**config.mk**
```make
export PLATFORM = sky130hd
export DESIGN_NAME = extension_field_alu_flat
export DESIGN_NICKNAME = d
export VERILOG_FILES = /design/src/design/gfa_pkg.sv /design/src/design/gfa_req_if.sv /design/src/design/gfa_rsp_if.sv /design/src/design/gfa_mac.sv /design/src/design/extension_field_alu.sv /design/src/flat_wrapper.sv
export SDC_FILE = /design/constraint.sdc
export NUM_CORES = 2
export LEC_CHECK = 0
export BUFFER_PORTS_ARGS = -buffer_cell sky130_fd_sc_hd__buf_2
export CORE_MARGIN = 2
export CORE_UTILIZATION = 55
export CTS_CLUSTER_SIZE = 28
export DETAILED_ROUTE_END_ITERATION = 12
export GPL_TIMING_DRIVEN = 0
export PLACE_DENSITY = 0.83
export SYNTH_ARGS = -nofsm -noshare
export SYNTH_HDL_FRONTEND = slang
export SYNTH_SLANG_ARGS = --single-unit
```
**constraint.sdc**
```tcl
create_clock -name clk -period 8.1 [get_ports clk]
set_input_delay 0.405 -clock clk [delete_from_list [all_inputs] [get_ports clk]]
set_output_delay 0.405 -clock clk [all_outputs]
set_load 0.01 [all_outputs]
```
**src/design/gfa_pkg.sv**
```systemverilog
`timescale 1ns / 1ps

package gfa_pkg;

  // Field sizes
  localparam int MAX_DEGREE   = 4;
  localparam int COEF_BITS    = 11;
  localparam int EXP_BITS     = 32;
  localparam int DEG_BITS     = 4;
  localparam int LANE_BITS    = $clog2(MAX_DEGREE);
  localparam int CNT_BITS     = LANE_BITS + 1;
  localparam int NUM_REGS     = 2 + MAX_DEGREE;
  localparam int CFG_IDX_BITS = $clog2(NUM_REGS);
  localparam int C_ENTRIES    = 2 * MAX_DEGREE - 1;
  localparam int C_IDX_BITS   = $clog2(C_ENTRIES);

  // Configuration register indexes
  localparam logic [CFG_IDX_BITS-1:0] REG_MODULUS = CFG_IDX_BITS'(0);
  localparam logic [CFG_IDX_BITS-1:0] REG_DEGREE  = CFG_IDX_BITS'(1);
  localparam logic [CFG_IDX_BITS-1:0] REG_POLY0   = CFG_IDX_BITS'(2);

  // Operation codes
  localparam logic [1:0] FUNC_ADD = 2'd0;
  localparam logic [1:0] FUNC_SUB = 2'd1;
  localparam logic [1:0] FUNC_MUL = 2'd2;
  localparam logic [1:0] FUNC_POW = 2'd3;

  typedef logic [COEF_BITS-1:0] coef_t;
  typedef coef_t [MAX_DEGREE-1:0] vec_t;

  // Shared multiply-accumulate unit request and response
  typedef struct packed {
    logic  start;
    logic  sub;
    coef_t x;
    coef_t y;
    coef_t acc;
  } mac_req_t;

  typedef struct packed {
    logic  done;
    coef_t res;
  } mac_rsp_t;

endpackage

```
**src/design/gfa_req_if.sv**
```systemverilog
`timescale 1ns / 1ps

interface gfa_req_if;
  logic                           valid;
  logic                           ready;
  logic [1:0]                     func;
  logic [gfa_pkg::COEF_BITS-1:0]  a_coef0;
  logic [gfa_pkg::COEF_BITS-1:0]  a_coef1;
  logic [gfa_pkg::COEF_BITS-1:0]  a_coef2;
  logic [gfa_pkg::COEF_BITS-1:0]  a_coef3;
  logic [gfa_pkg::COEF_BITS-1:0]  b_coef0;
  logic [gfa_pkg::COEF_BITS-1:0]  b_coef1;
  logic [gfa_pkg::COEF_BITS-1:0]  b_coef2;
  logic [gfa_pkg::COEF_BITS-1:0]  b_coef3;
  logic [gfa_pkg::EXP_BITS-1:0]   exponent;

  modport source (output valid, func, a_coef0, a_coef1, a_coef2, a_coef3,
                  b_coef0, b_coef1, b_coef2, b_coef3, exponent, input ready);
  modport sink (input valid, func, a_coef0, a_coef1, a_coef2, a_coef3,
                b_coef0, b_coef1, b_coef2, b_coef3, exponent, output ready);
endinterface

```
**src/design/gfa_rsp_if.sv**
```systemverilog
`timescale 1ns / 1ps

interface gfa_rsp_if;
  logic                           valid;
  logic                           ready;
  logic [gfa_pkg::COEF_BITS-1:0]  r_coef0;
  logic [gfa_pkg::COEF_BITS-1:0]  r_coef1;
  logic [gfa_pkg::COEF_BITS-1:0]  r_coef2;
  logic [gfa_pkg::COEF_BITS-1:0]  r_coef3;

  modport source (output valid, r_coef0, r_coef1, r_coef2, r_coef3, input ready);
  modport sink (input valid, r_coef0, r_coef1, r_coef2, r_coef3, output ready);
endinterface

```
**src/design/gfa_mac.sv**
```systemverilog
`timescale 1ns / 1ps

// Bit-serial modular multiply-accumulate: res = (acc +/- x*y) mod q.
// x is walked MSB first, one bit a cycle; y and acc must be below q.
module gfa_mac (
  input  logic                 clk,
  input  logic                 rst,
  input  gfa_pkg::coef_t       q,
  input  gfa_pkg::mac_req_t    req,
  output gfa_pkg::mac_rsp_t    rsp
);

  localparam int W     = gfa_pkg::COEF_BITS + 1;
  localparam int CNT_W = $clog2(gfa_pkg::COEF_BITS + 1);
  localparam logic [CNT_W-1:0] LAST = CNT_W'(gfa_pkg::COEF_BITS);

  logic                 busy;
  logic [CNT_W-1:0]     cnt;
  gfa_pkg::coef_t       xs;
  gfa_pkg::coef_t       y;
  gfa_pkg::coef_t       acc;
  logic                 sub;
  gfa_pkg::coef_t       prod;
  gfa_pkg::coef_t       prod_next;
  gfa_pkg::coef_t       fin;
  logic [W-1:0]         qw;
  logic [W-1:0]         dbl;
  logic [W-1:0]         d1;
  logic [W-1:0]         s;
  logic [W-1:0]         s2;
  logic [W-1:0]         addend;
  logic [W-1:0]         f;

  // Double, conditionally add y, reduce each time by one subtract
  always_comb begin
    qw        = {1'b0, q};
    dbl       = {prod, 1'b0};
    d1        = (dbl >= qw) ? dbl - qw : dbl;
    s         = d1 + {1'b0, y};
    s2        = (s >= qw) ? s - qw : s;
    prod_next = xs[gfa_pkg::COEF_BITS-1] ? s2[gfa_pkg::COEF_BITS-1:0]
                                         : d1[gfa_pkg::COEF_BITS-1:0];
    addend    = sub ? qw - {1'b0, prod} : {1'b0, prod};
    f         = {1'b0, acc} + addend;
    fin       = (f >= qw) ? gfa_pkg::COEF_BITS'(f - qw) : f[gfa_pkg::COEF_BITS-1:0];
  end

  // Sequence the bit steps and the final accumulate
  always_ff @(posedge clk) begin
    if (rst) begin
      busy     <= 1'b0;
      cnt      <= '0;
      rsp.done <= 1'b0;
    end else begin
      rsp.done <= 1'b0;
      if (!busy) begin
        if (req.start) begin
          busy <= 1'b1;
          cnt  <= '0;
          xs   <= req.x;
          y    <= req.y;
          acc  <= req.acc;
          sub  <= req.sub;
          prod <= '0;
        end
      end else if (cnt != LAST) begin
        prod <= prod_next;
        xs   <= {xs[gfa_pkg::COEF_BITS-2:0], 1'b0};
        cnt  <= cnt + 1'b1;
      end else begin
        rsp.res  <= fin;
        rsp.done <= 1'b1;
        busy     <= 1'b0;
      end
    end
  end

`ifndef SYNTH
  a_res_below_q: assert property (@(posedge clk) disable iff (rst)
    rsp.done |-> (rsp.res < q))
    else $error("mac result not reduced");
  a_done_ends_busy: assert property (@(posedge clk) disable iff (rst)
    rsp.done |-> !busy)
    else $error("mac done while busy");
  a_start_idle: assert property (@(posedge clk) disable iff (rst)
    (busy && cnt != LAST) |=> busy)
    else $error("mac dropped busy early");
`endif

endmodule

```
**src/design/extension_field_alu.sv**
```systemverilog
`timescale 1ns / 1ps

// Channel | Dir | Payload                                   | Handshake
// req     | in  | func, a_coef0..3, b_coef0..3, exponent    | valid/ready
// rsp     | out | r_coef0..3                                | valid/ready
// cfg     | in  | cfg_index, cfg_data                       | cfg_we, no stall
//
// One item at a time; req.ready is high only while idle. Every coefficient
// step runs on one bit-serial multiply-accumulate unit.
// Operand reduction takes 3n steps; a field multiply n*n + n*(n-1) steps;
// a power one or two multiplies per exponent bit up to its top set bit.
// Add and subtract take 3n steps plus the lane-wise add state. Reset is synchronous.
// A finished result waits in the output register until rsp.ready.
module extension_field_alu (
  input  logic                                   clk,
  input  logic                                   rst,
  gfa_req_if.sink                                req,
  gfa_rsp_if.source                              rsp,
  input  logic                                   cfg_we,
  input  logic [gfa_pkg::CFG_IDX_BITS-1:0]       cfg_index,
  input  logic [gfa_pkg::COEF_BITS-1:0]          cfg_data
);

  localparam int LB = gfa_pkg::LANE_BITS;
  localparam int CB = gfa_pkg::C_IDX_BITS;

  typedef enum logic [7:0] {
    S_IDLE  = 8'b00000001,
    S_RED   = 8'b00000010,
    S_ADD   = 8'b00000100,
    S_MPROD = 8'b00001000,
    S_MRED  = 8'b00010000,
    S_COPY  = 8'b00100000,
    S_PSTEP = 8'b01000000,
    S_DONE  = 8'b10000000
  } state_t;

  // Operand selects for the field multiply
  localparam logic [1:0] SEL_A    = 2'd0;
  localparam logic [1:0] SEL_B    = 2'd1;
  localparam logic [1:0] SEL_R    = 2'd2;
  localparam logic [1:0] SEL_BASE = 2'd3;

  state_t                          state;
  gfa_pkg::coef_t                  modulus;
  logic [gfa_pkg::DEG_BITS-1:0]    degree;
  gfa_pkg::vec_t                   poly;

  logic [1:0]                      func;
  logic [gfa_pkg::EXP_BITS-1:0]    e;
  logic [gfa_pkg::CNT_BITS-1:0]    n;
  gfa_pkg::vec_t                   a;
  gfa_pkg::vec_t                   b;
  gfa_pkg::vec_t                   p;
  gfa_pkg::vec_t                   rr;
  gfa_pkg::vec_t                   base;
  gfa_pkg::coef_t [gfa_pkg::C_ENTRIES-1:0] c;
  logic [LB-1:0]                   i;
  logic [LB-1:0]                   j;
  logic [CB-1:0]                   k;
  logic [1:0]                      rsel;
  logic [1:0]                      xsel;
  logic [1:0]                      ysel;
  logic                            dest_base;
  logic                            issued;

  gfa_pkg::mac_req_t               mac_req;
  gfa_pkg::mac_rsp_t               mac_rsp;
  gfa_pkg::vec_t                   xv;
  gfa_pkg::vec_t                   yv;
  gfa_pkg::vec_t                   in_a;
  gfa_pkg::vec_t                   in_b;
  gfa_pkg::vec_t                   addsub;
  logic [LB-1:0]                   last_lane;
  logic [CB-1:0]                   ij;
  logic [CB-1:0]                   d;
  logic [gfa_pkg::CNT_BITS-1:0]    n_eff;
  logic [gfa_pkg::COEF_BITS:0]     sum_w;

  function automatic gfa_pkg::vec_t pick(input logic [1:0] sel, input gfa_pkg::vec_t va,
                                         input gfa_pkg::vec_t vb, input gfa_pkg::vec_t vr,
                                         input gfa_pkg::vec_t vbase);
    gfa_pkg::vec_t v;
    case (sel)
      SEL_A:    v = va;
      SEL_B:    v = vb;
      SEL_R:    v = vr;
      SEL_BASE: v = vbase;
      default:  v = va;
    endcase
    return v;
  endfunction

  // Decode degree, gather input lanes
  always_comb begin
    if (degree == '0) begin
      n_eff = gfa_pkg::CNT_BITS'(1);
    end else if (degree > gfa_pkg::DEG_BITS'(gfa_pkg::MAX_DEGREE)) begin
      n_eff = gfa_pkg::CNT_BITS'(gfa_pkg::MAX_DEGREE);
    end else begin
      n_eff = gfa_pkg::CNT_BITS'(degree);
    end
    in_a = {req.a_coef3, req.a_coef2, req.a_coef1, req.a_coef0};
    in_b = {req.b_coef3, req.b_coef2, req.b_coef1, req.b_coef0};
    for (int l = 0; l < gfa_pkg::MAX_DEGREE; l++) begin
      if (gfa_pkg::CNT_BITS'(l) >= n_eff) begin
        in_a[l] = '0;
        in_b[l] = '0;
      end
    end
  end

  // Lane-wise add or subtract mod q
  always_comb begin
    sum_w = '0;
    for (int l = 0; l < gfa_pkg::MAX_DEGREE; l++) begin
      if (func == gfa_pkg::FUNC_SUB) begin
        sum_w = {1'b0, a[l]} + {1'b0, modulus} - {1'b0, b[l]};
      end else begin
        sum_w = {1'b0, a[l]} + {1'b0, b[l]};
      end
      if (sum_w >= {1'b0, modulus}) begin
        sum_w = sum_w - {1'b0, modulus};
      end
      addsub[l] = sum_w[gfa_pkg::COEF_BITS-1:0];
    end
  end

  // Build the request for the shared unit
  always_comb begin
    last_lane = LB'(n - 1'b1);
    ij        = CB'(i) + CB'(j);
    d         = CB'(k - CB'(n) + CB'(j));
    xv        = pick(xsel, a, b, rr, base);
    yv        = pick(ysel, a, b, rr, base);
    mac_req   = '0;
    case (state)
      S_RED: begin
        mac_req.start = !issued;
        mac_req.y     = gfa_pkg::COEF_BITS'(1);
        case (rsel)
          2'd0:    mac_req.x = a[i];
          2'd1:    mac_req.x = b[i];
          default: mac_req.x = p[i];
        endcase
      end
      S_MPROD: begin
        mac_req.start = !issued;
        mac_req.x     = xv[i];
        mac_req.y     = yv[j];
        mac_req.acc   = c[ij];
      end
      S_MRED: begin
        mac_req.start = !issued;
        mac_req.sub   = 1'b1;
        mac_req.x     = c[k];
        mac_req.y     = p[j];
        mac_req.acc   = c[d];
      end
      default: mac_req = '0;
    endcase
  end

  gfa_mac u_mac (
    .clk (clk),
    .rst (rst),
    .q   (modulus),
    .req (mac_req),
    .rsp (mac_rsp)
  );

  // Write configuration registers
  always_ff @(posedge clk) begin
    if (rst) begin
      modulus <= gfa_pkg::COEF_BITS'(2);
      degree  <= gfa_pkg::DEG_BITS'(1);
      poly    <= '0;
    end else if (cfg_we) begin
      if (cfg_index == gfa_pkg::REG_MODULUS) begin
        modulus <= cfg_data;
      end else if (cfg_index == gfa_pkg::REG_DEGREE) begin
        degree <= cfg_data[gfa_pkg::DEG_BITS-1:0];
      end else if (cfg_index >= gfa_pkg::REG_POLY0 &&
                   cfg_index < gfa_pkg::CFG_IDX_BITS'(gfa_pkg::NUM_REGS)) begin
        poly[LB'(cfg_index - gfa_pkg::REG_POLY0)] <= cfg_data;
      end
    end
  end

  assign req.ready = (state == S_IDLE);

  // Sequence one transaction through the shared unit
  always_ff @(posedge clk) begin
    if (rst) begin
      state     <= S_IDLE;
      issued    <= 1'b0;
      rsp.valid <= 1'b0;
    end else begin
      if (rsp.valid && rsp.ready && state != S_DONE) begin
        rsp.valid <= 1'b0;
      end
      if (mac_req.start) begin
        issued <= 1'b1;
      end
      case (state)
        S_IDLE: begin
          if (req.valid) begin
            func <= req.func;
            e    <= req.exponent;
            n    <= n_eff;
            a    <= in_a;
            b    <= in_b;
            rr   <= '0;
            base <= '0;
            i    <= '0;
            j    <= '0;
            rsel <= 2'd0;
            for (int l = 0; l < gfa_pkg::MAX_DEGREE; l++) begin
              p[l] <= (gfa_pkg::CNT_BITS'(l) < n_eff) ? poly[l] : '0;
            end
            state <= (modulus < gfa_pkg::COEF_BITS'(2)) ? S_DONE : S_RED;
          end
        end
        S_RED: begin
          if (mac_rsp.done) begin
            issued <= 1'b0;
            case (rsel)
              2'd0:    a[i] <= mac_rsp.res;
              2'd1:    b[i] <= mac_rsp.res;
              default: p[i] <= mac_rsp.res;
            endcase
            if (i == last_lane) begin
              i <= '0;
              if (rsel == 2'd2) begin
                if (func == gfa_pkg::FUNC_ADD || func == gfa_pkg::FUNC_SUB) begin
                  state <= S_ADD;
                end else if (func == gfa_pkg::FUNC_MUL) begin
                  xsel      <= SEL_A;
                  ysel      <= SEL_B;
                  dest_base <= 1'b0;
                  c         <= '0;
                  state     <= S_MPROD;
                end else begin
                  // start the power from the reduced first operand
                  rr[0] <= gfa_pkg::COEF_BITS'(1);
                  base  <= a;
                  state <= S_PSTEP;
                end
              end else begin
                rsel <= rsel + 2'd1;
              end
            end else begin
              i <= i + 1'b1;
            end
          end
        end
        S_ADD: begin
          rr    <= addsub;
          state <= S_DONE;
        end
        S_MPROD: begin
          if (mac_rsp.done) begin
            issued <= 1'b0;
            c[ij]  <= mac_rsp.res;
            if (j == last_lane) begin
              j <= '0;
              if (i == last_lane) begin
                i <= '0;
                if (n == gfa_pkg::CNT_BITS'(1)) begin
                  state <= S_COPY;
                end else begin
                  k     <= CB'({n, 1'b0} - 2'd2);
                  state <= S_MRED;
                end
              end else begin
                i <= i + 1'b1;
              end
            end else begin
              j <= j + 1'b1;
            end
          end
        end
        S_MRED: begin
          if (mac_rsp.done) begin
            issued <= 1'b0;
            c[d]   <= mac_rsp.res;
            if (j == last_lane) begin
              j <= '0;
              if (k == CB'(n)) begin
                state <= S_COPY;
              end else begin
                k <= k - 1'b1;
              end
            end else begin
              j <= j + 1'b1;
            end
          end
        end
        S_COPY: begin
          for (int l = 0; l < gfa_pkg::MAX_DEGREE; l++) begin
            if (gfa_pkg::CNT_BITS'(l) < n) begin
              if (dest_base) begin
                base[l] <= c[l];
              end else begin
                rr[l] <= c[l];
              end
            end
          end
          state <= (func == gfa_pkg::FUNC_MUL) ? S_DONE : S_PSTEP;
        end
        S_PSTEP: begin
          c <= '0;
          if (e == '0) begin
            state <= S_DONE;
          end else if (e[0]) begin
            e[0]      <= 1'b0;
            xsel      <= SEL_R;
            ysel      <= SEL_BASE;
            dest_base <= 1'b0;
            state     <= S_MPROD;
          end else begin
            e         <= e >> 1;
            xsel      <= SEL_BASE;
            ysel      <= SEL_BASE;
            dest_base <= 1'b1;
            state     <= S_MPROD;
          end
        end
        S_DONE: begin
          if (!rsp.valid || rsp.ready) begin
            rsp.valid   <= 1'b1;
            rsp.r_coef0 <= rr[0];
            rsp.r_coef1 <= rr[1];
            rsp.r_coef2 <= rr[2];
            rsp.r_coef3 <= rr[3];
            state       <= S_IDLE;
          end
        end
        default: state <= S_IDLE;
      endcase
    end
  end

`ifndef SYNTH
  a_busy_after_accept: assert property (@(posedge clk) disable iff (rst)
    (req.valid && req.ready) |=> !req.ready)
    else $error("accepted a second transaction while busy");
  a_result_from_done: assert property (@(posedge clk) disable iff (rst)
    $rose(rsp.valid) |-> $past(state == S_DONE))
    else $error("result raised outside the done step");
  a_mac_while_busy: assert property (@(posedge clk) disable iff (rst)
    mac_rsp.done |-> (state == S_RED || state == S_MPROD || state == S_MRED))
    else $error("unit answered outside a compute step");
`endif

endmodule

```
**src/flat_wrapper.sv**
```systemverilog
// flat-port wrapper written by rule: the top's interface ports become plain ports
module extension_field_alu_flat 
  (clk, rst, cfg_we, cfg_index, cfg_data, req_valid, req_func, req_a_coef0, req_a_coef1, req_a_coef2, req_a_coef3, req_b_coef0, req_b_coef1, req_b_coef2, req_b_coef3, req_exponent, req_ready, rsp_valid, rsp_r_coef0, rsp_r_coef1, rsp_r_coef2, rsp_r_coef3, rsp_ready);
  gfa_req_if req_i ();
  gfa_rsp_if rsp_i ();
  input  logic clk;
  input  logic rst;
  input  logic cfg_we;
  input  logic [gfa_pkg::CFG_IDX_BITS-1:0] cfg_index;
  input  logic [gfa_pkg::COEF_BITS-1:0] cfg_data;
  input wire logic [$bits(req_i.valid)-1:0] req_valid;
  input wire logic [$bits(req_i.func)-1:0] req_func;
  input wire logic [$bits(req_i.a_coef0)-1:0] req_a_coef0;
  input wire logic [$bits(req_i.a_coef1)-1:0] req_a_coef1;
  input wire logic [$bits(req_i.a_coef2)-1:0] req_a_coef2;
  input wire logic [$bits(req_i.a_coef3)-1:0] req_a_coef3;
  input wire logic [$bits(req_i.b_coef0)-1:0] req_b_coef0;
  input wire logic [$bits(req_i.b_coef1)-1:0] req_b_coef1;
  input wire logic [$bits(req_i.b_coef2)-1:0] req_b_coef2;
  input wire logic [$bits(req_i.b_coef3)-1:0] req_b_coef3;
  input wire logic [$bits(req_i.exponent)-1:0] req_exponent;
  output wire logic [$bits(req_i.ready)-1:0] req_ready;
  output wire logic [$bits(rsp_i.valid)-1:0] rsp_valid;
  output wire logic [$bits(rsp_i.r_coef0)-1:0] rsp_r_coef0;
  output wire logic [$bits(rsp_i.r_coef1)-1:0] rsp_r_coef1;
  output wire logic [$bits(rsp_i.r_coef2)-1:0] rsp_r_coef2;
  output wire logic [$bits(rsp_i.r_coef3)-1:0] rsp_r_coef3;
  input wire logic [$bits(rsp_i.ready)-1:0] rsp_ready;
  assign req_i.valid = req_valid;
  assign req_i.func = req_func;
  assign req_i.a_coef0 = req_a_coef0;
  assign req_i.a_coef1 = req_a_coef1;
  assign req_i.a_coef2 = req_a_coef2;
  assign req_i.a_coef3 = req_a_coef3;
  assign req_i.b_coef0 = req_b_coef0;
  assign req_i.b_coef1 = req_b_coef1;
  assign req_i.b_coef2 = req_b_coef2;
  assign req_i.b_coef3 = req_b_coef3;
  assign req_i.exponent = req_exponent;
  assign req_ready = req_i.ready;
  assign rsp_valid = rsp_i.valid;
  assign rsp_r_coef0 = rsp_i.r_coef0;
  assign rsp_r_coef1 = rsp_i.r_coef1;
  assign rsp_r_coef2 = rsp_i.r_coef2;
  assign rsp_r_coef3 = rsp_i.r_coef3;
  assign rsp_i.ready = rsp_ready;
  extension_field_alu u_core (.clk(clk), .rst(rst), .req(req_i), .rsp(rsp_i), .cfg_we(cfg_we), .cfg_index(cfg_index), .cfg_data(cfg_data));
endmodule
```
=== Word-level counts from Yosys, hierarchy flattened ===
Index checks and enable logic that the tools add are counted.

* Input port bits: 141
* Word-level logic and storage cells: 450
* Bits in registers: 523

* Bitwise operators: 5
* Order comparisons: 33
* Mux-type cells: 202
* Eq/ne operators: 55
* Reduce and logical (&&, ||, !) cells: 62
* Add/subtract/negate cells: 33

{| class="wikitable"
|+ Operator list
! kind !! number
|-
| $mux 44 || 15
|-
| $mux 11 || 59
|-
| $mux 77 || 7
|-
| $pmux 44 s4 || 2
|-
| $pmux 77 s4 || 1
|-
| $pmux 44 s2 || 3
|-
| $bwmux 44 || 4
|-
| $bwmux 77 || 2
|-
| $bmux 11 s2 || 6
|-
| $pmux 44 s3 || 1
|-
| $mux 8 || 15
|-
| $bmux 11 s3 || 3
|-
| $pmux 33 s3 || 1
|-
| $add 11x11->12 || 8
|-
| $ge 12x11->1 || 7
|-
| $mux 12 || 7
|-
| $demux 11 s3 || 2
|-
| $pmux 22 s3 || 1
|-
| $sub 11x11->11 || 6
|-
| $mux 32 || 2
|-
| $pmux 32 s2 || 1
|-
| $pmux 8 s8 || 1
|-
| $sub 12x11->12 || 5
|-
| $reduce_and 10->1 || 5
|-
| 76 further kinds || 226
|}

=== Logic depth before layout (Yosys ltp) ===
* Word-level depth: 9
* Mapped depth: 27
* Gate-level depth less buffers: 25

=== Modules after synthesis ===
A second synthesis with hierarchy kept.

* Cell total of the unflattened synthesis: 3773
* Area total of the unflattened synthesis: 37607.3 um2

{| class="wikitable"
|+ Modules (own cells, without submodules)
! module !! instances !! sequential area each (um2) !! cells each !! area an instance (um2)
|-
| extension_field_alu || 1 || 13092.6 || 3166 || 31990.7
|-
| gfa_mac || 1 || 1801.7 || 607 || 5616.6
|}

=== Worst setup path after synthesis ===
No wires, ideal clock.

* Path type: register to register
* From: reg u_core.state[0]
* To: reg u_core.c[0] in the netlist's numbering (enable)
* Stages on the path, launching flop included: 7
* Arrival time: 5466 ps
* Path buffers: 1
* Setup slack: 2096 ps
* Data required time: 7562 ps
* Cell sequence: dfxtp_1 > or4_4 > or4_1 > buf_2 > nand2_1 > nand2_1 > a21oi_1

* Word-level cells in the longest chain between the ends: 3
* Elaborated cells on any way between the ends: 13
* Those cells by class: eq/ne (11); reduce/logical (2)

{| class="wikitable"
|+ Ends and longest elaborated chain
! what !! RTL line !! text
|-
| from (decl) || extension_field_alu.sv:44 || <nowiki>state_t state;</nowiki>
|-
| from (signal assigned) || extension_field_alu.sv:221 || <nowiki>state <= (modulus < gfa_pkg::COEF_BITS'(2)) ? S_DONE : S_RED;</nowiki>
|-
| from (signal assigned) || extension_field_alu.sv:309 || <nowiki>state <= (func == gfa_pkg::FUNC_MUL) ? S_DONE : S_PSTEP;</nowiki>
|-
| $eq 8x2->1 (tied with other cells) || extension_field_alu.sv:205 || <nowiki>case (state)</nowiki>
|-
| $reduce_bool 4->1 (no source line) (tied with other cells) || - ||
|-
| $reduce_and 9->1 (no source line) (*) || - ||
|-
| to (signal, indexed assignment) || extension_field_alu.sv:264 || <nowiki>c[ij] <= mac_rsp.res;</nowiki>
|-
| to (signal, indexed assignment) || extension_field_alu.sv:286 || <nowiki>c[d] <= mac_rsp.res;</nowiki>
|-
| to (decl) || extension_field_alu.sv:57 || <nowiki>gfa_pkg::coef_t [gfa_pkg::C_ENTRIES-1:0] c;</nowiki>
|}

Mark *: on every way between the ends. The rest lies on a longest branch, timed or not.
A chain may end at the register's enable or synchronous reset.

=== Worst setup path in the final report ===
* From: reg u_core.modulus[1]
* To: reg u_core.u_mac.prod[2], data pin

* Word-level cells in the longest chain between the ends: 8
* Elaborated cells on any way between the ends: 10
* Those cells by class: add/sub (3); order compare (2); mux (5)

{| class="wikitable"
|+ Ends and longest elaborated chain
! what !! RTL line !! text
|-
| from (decl) || extension_field_alu.sv:45 || <nowiki>gfa_pkg::coef_t modulus;</nowiki>
|-
| from (signal assigned) || extension_field_alu.sv:175 || <nowiki>modulus <= gfa_pkg::COEF_BITS'(2);</nowiki>
|-
| from (signal assigned) || extension_field_alu.sv:180 || <nowiki>modulus <= cfg_data;</nowiki>
|-
| $sub 12x11->12 / $ge 12x11->1 (equally long branches) || gfa_mac.sv:38 || <nowiki>d1 = (dbl >= qw) ? dbl - qw : dbl;</nowiki>
|-
| $mux 12 || gfa_mac.sv:38 ||
|-
| $add 12x11->12 || gfa_mac.sv:39 || <nowiki>s = d1 + {1'b0, y};</nowiki>
|-
| $sub 11x11->11 / $ge 12x11->1 (equally long branches) || gfa_mac.sv:40 || <nowiki>s2 = (s >= qw) ? s - qw : s;</nowiki>
|-
| $mux 11 || gfa_mac.sv:40 ||
|-
| $mux 11 (*) || gfa_mac.sv:41 || <nowiki>prod_next = xs[gfa_pkg::COEF_BITS-1] ? s2[gfa_pkg::COEF_BITS-1:0]</nowiki>
|-
| $mux 11 (*) || gfa_mac.sv:66 || <nowiki>end else if (cnt != LAST) begin</nowiki>
|-
| $mux 11 (*) || gfa_mac.sv:56 || <nowiki>if (!busy) begin</nowiki>
|-
| to (signal assigned) || gfa_mac.sv:67 || <nowiki>prod <= prod_next;</nowiki>
|-
| to (decl) || gfa_mac.sv:23 || <nowiki>gfa_pkg::coef_t prod;</nowiki>
|}

Mark *: on every way between the ends. The rest lies on a longest branch, timed or not. The select of a mux whose other input is x is not followed.

==> flow_summary_export.csv <==
group,metric,value,unit
outcome,status,"finished, final reports clean",
logic_synthesis,synth_async_sr_flop_share,0,%
detailed_routing,vias,33200,
sta,fin_crit,7440,ps
die,die_w,264,um
global_route,first_global_vias,30900,
flow_run,drv_cap,0,
critical_path,r2r-start,"u_core.modulus[1]",
sta,relSlewSlack,4.05,%
hold_path,whs_path_depth,3,
place,place_area,39500,um^2
global_route,grt_pass1_wl,216000,um
place,pre_cts_slack,925,ps
detailed_routing,vias_per_cell,6.70,
detailed_routing,drtPass1Iterations,8,
hold_path,hold_path_startpoint,"req_b_coef3[3]",
place,placed_cells,4840,
finish,nFillCells,5599,
logic_synthesis,syn_area,37200,um^2
logic_synthesis,syn_avg_cell_area,9.88,um^2
die,die_y,264,um
logic_synthesis,ys_seq_area_share,40.0,%
finish,finalInstanceArea,41300,um^2
cts,path_clk_slew,60,ps
die,rows,95,
detailed_routing,drtAntennaViolNets,0,
sta,worst_pin_slew,1440,ps
critical_path,rr_worst_depth,24,
global_route,grt_usage,43.3,%
global_route,overflow,0,
global_route,antenna_found_initial,19,
die,core-area,67000,um^2
critical_path,critical_path_arrival,7780,ps
sta,hold_viol_final,0,
finish,areaGrowthSynthToFinish,11.0,%
cts,h-tree-depth,2,
logic_synthesis,yosys_warnings,0,
logic_synthesis,synth_edf_count,446,
critical_path,crit_type,"flop to flop",
logic_synthesis,ys_ff_latch,521,
cts,cts_buffer_depth,3,
sta,hold_ws,21.9,ps
sta,finClkSkew,26.3,ps
cts,cts_buffers,57,
hold_path,min_to,"u_core.b[36]",
critical_path,required,8440,ps
cts,cts_setup_buffers,0,
detailed_routing,drt-total-wl,153000,um
power_and_ir_drop,peakVddDrop,0.000176,V
place,portBuffers,186,
logic_synthesis,ys_top_cells_by_area,"edfxtp_1, ha_1, nand2_1",
sta,setup_viol,0,
sta,drv_slew,0,
logic_synthesis,synthesis.nets,4228,
power_and_ir_drop,p_leak,17.3,nW
die,die-area,69800,um^2
hold_path,hold_path.class,"input port to flop",
cts,cts_root_buffer,"clkbuf_16",
cts,cts_tree,"built",
critical_path,worst_r2r_endpoint,"u_core.u_mac.prod[2]",
critical_path,worstPathMaxFanout,18,
global_route,grt_start_max_net_pins,33,
sta,rsz0062_at_grt,"no",
finish,final_nets,4486,
detailed_routing,drcViolationCount,0,
critical_path,startpoint,"u_core.modulus[1]",
logic_synthesis,ys_types,84,
finish,drive_above_1_share,11.7,%
critical_path,reg2reg_slack,660,ps
place,dp_hpwl,120000,um
logic_synthesis,yosysTopAreaCellShare,36.0,%
detailed_routing,wl_per_cell,31.0,um
cts,cts_sinks,521,
logic_synthesis,yosysTopAreaCell,"edfxtp_1",
logic_synthesis,synthCells,3770,
die,io_pins,187,
logic_synthesis,ys.flop_type,"edfxtp_1",
power_and_ir_drop,powerDensity,345,nW/um^2
die,initial_utilization,55.5,%
critical_path,startpoint_type,"flop",
place,gp_congestion,1.10,
sta,finalSetupTns,0,ps
cts,insertion_delay,650,ps
finish,finalNonFillerCells,4954,
detailed_routing,dr.first_iter.drc_count,5230,
sta,fin_crit_sh,91.8,%
critical_path,endpoint_kind,"flop",
sta,setup_ws,663,ps
sta,max_freq,134,MHz
layer usage:
metal,global-route usage [%],routed length (um),vias up
met5,0,97,-
met4,25.0,11100,16
met2,62.7,63500,2637
met3,13.8,22700,586
li1,-,-,14200
met1,57.2,56000,15800
cells in the final DEF (no fill, tap or decap), types with 61 or more instances in the layout:
cell,instances
nand2_1,621
edfxtp_1,446
inv_1,285
ha_1,256
nor2_1,234
a21oi_1,219
buf_2,219
o21ai_0,191
mux2i_1,158
clkbuf_1,146
xnor2_1,97
mux4_2,95
a22o_1,93
dfxtp_1,75
nor3_1,68
fa_1,61
worst max-delay path, stage by stage (launching register included):
cell	delay, ps
dfxtp_1	690
inv_1	790
ha_1	600
ha_1	150
nor2b_1	50
o21ai_0	230
a21oi_1	130
o21ai_1	590
clkbuf_1	420
a21oi_1	210
ha_1	350
a211oi_2	230
nor2_1	100
o41a_1	340
a41o_1	290
nor2_1	130
xnor2_1	160
ha_1	300
or2_2	310
a21oi_1	140
a21oi_1	80
nor2_2	230
buf_6	210
mux2i_1	260
a211oi_1	120
power breakdown:
group / leakage (nW) / switching, mW / internal [mW]
Clock: 0.873 / 1.18 / 1.45
Sequential: 4.79 / 0.736 / 3.51
Combinational: 11.6 / 4.49 / 2.91
cell families after synthesis:
kind of cell / share of synthesized area, %
simple gates: 13.8
compound gates: 14.8
flops: 40.0
buf+inv: 4.99
fa+ha+maj: 11.9
mux: 10.8
xor+xnor: 3.75
synth_stat cells, types with 61 or more instances:
library cell  instances
a21oi_1             222
a22o_1               93
clkbuf_1            131
dfxtp_1              75
edfxtp_1            446
fa_1                 61
ha_1                256
inv_1               285
mux2i_1             158
mux4_2               95
nand2_1             621
nor2_1              235
nor3_1               70
o21ai_0             191
xnor2_1              97
registers in the layout, summed over array words and instances (netlist names), 3 cells and up, named ones only:
register / count
u_core.u_mac.prod: 11
u_core.a: 44
u_core.rsp.r_coef0: 11
u_core.e: 32
u_core.b: 44
u_core.rsp.r_coef2: 11
u_core.state: 8
u_core.modulus: 11
u_core.p: 44
u_core.rsp.r_coef3: 11
u_core.base: 44
u_core.rsp.r_coef1: 11
u_core.u_mac.rsp: 12
u_core.poly: 44
u_core.u_mac.cnt: 4
u_core.rr: 44
u_core.u_mac.xs: 11
u_core.c: 77
u_core.u_mac.acc: 11
u_core.u_mac.y: 11
u_core.degree: 4
u_core.k: 3
u_core.n: 3
repair_timing:
action | in CTS | in global routing
hold endpoints to repair | 2 | 0
gates resized for setup | 0 | 0
hold buffers | 2 | 0
worst max path at each step:
| stage | end | cells past startpoint |
|---|---|---|
| 2_1_floorplan | u_core.c[0] | 6 |
| 3_3_place_gp | u_core.c[21] | 5 |
| 3_5_place_dp | u_core.u_mac.prod[2] | 24 |
| 4_1_cts | u_core.u_mac.prod[2] | 24 |
| 5_1_grt | u_core.u_mac.prod[2] | 24 |
| 6_report | u_core.u_mac.prod[2] | 24 |
layout make-up:
cell class / instances / area (um^2) / area share, %
inverter: 286 / 1070 / 2.60
multi-input combinational: 2770 / 20500 / 49.7
buffer: 193 / 785 / 1.90
timing repair buffer: 199 / 1130 / 2.74
clock inverter: 33 / 318 / 0.769
antenna: 6 / 15.0 / 0.0363
clock buffer: 73 / 1500 / 3.62
tap: 873 / 1090 / 2.64
sequential: 521 / 14900 / 36.0
stage by stage:
| stage | utilization (%) | power (mW) |
|---|---|---|
| 4_1_cts | 61.6 | 13.9 |
| 3_5_place_dp | 58.9 | 11.3 |
| 6_report | 61.7 | 14.3 |
| 3_3_place_gp | 58.6 | 11.2 |
| 5_1_grt | 61.6 | 14.9 |
| 2_1_floorplan | - | 9.07 |
No activity file was read; power rests on OpenSTA's default activity.
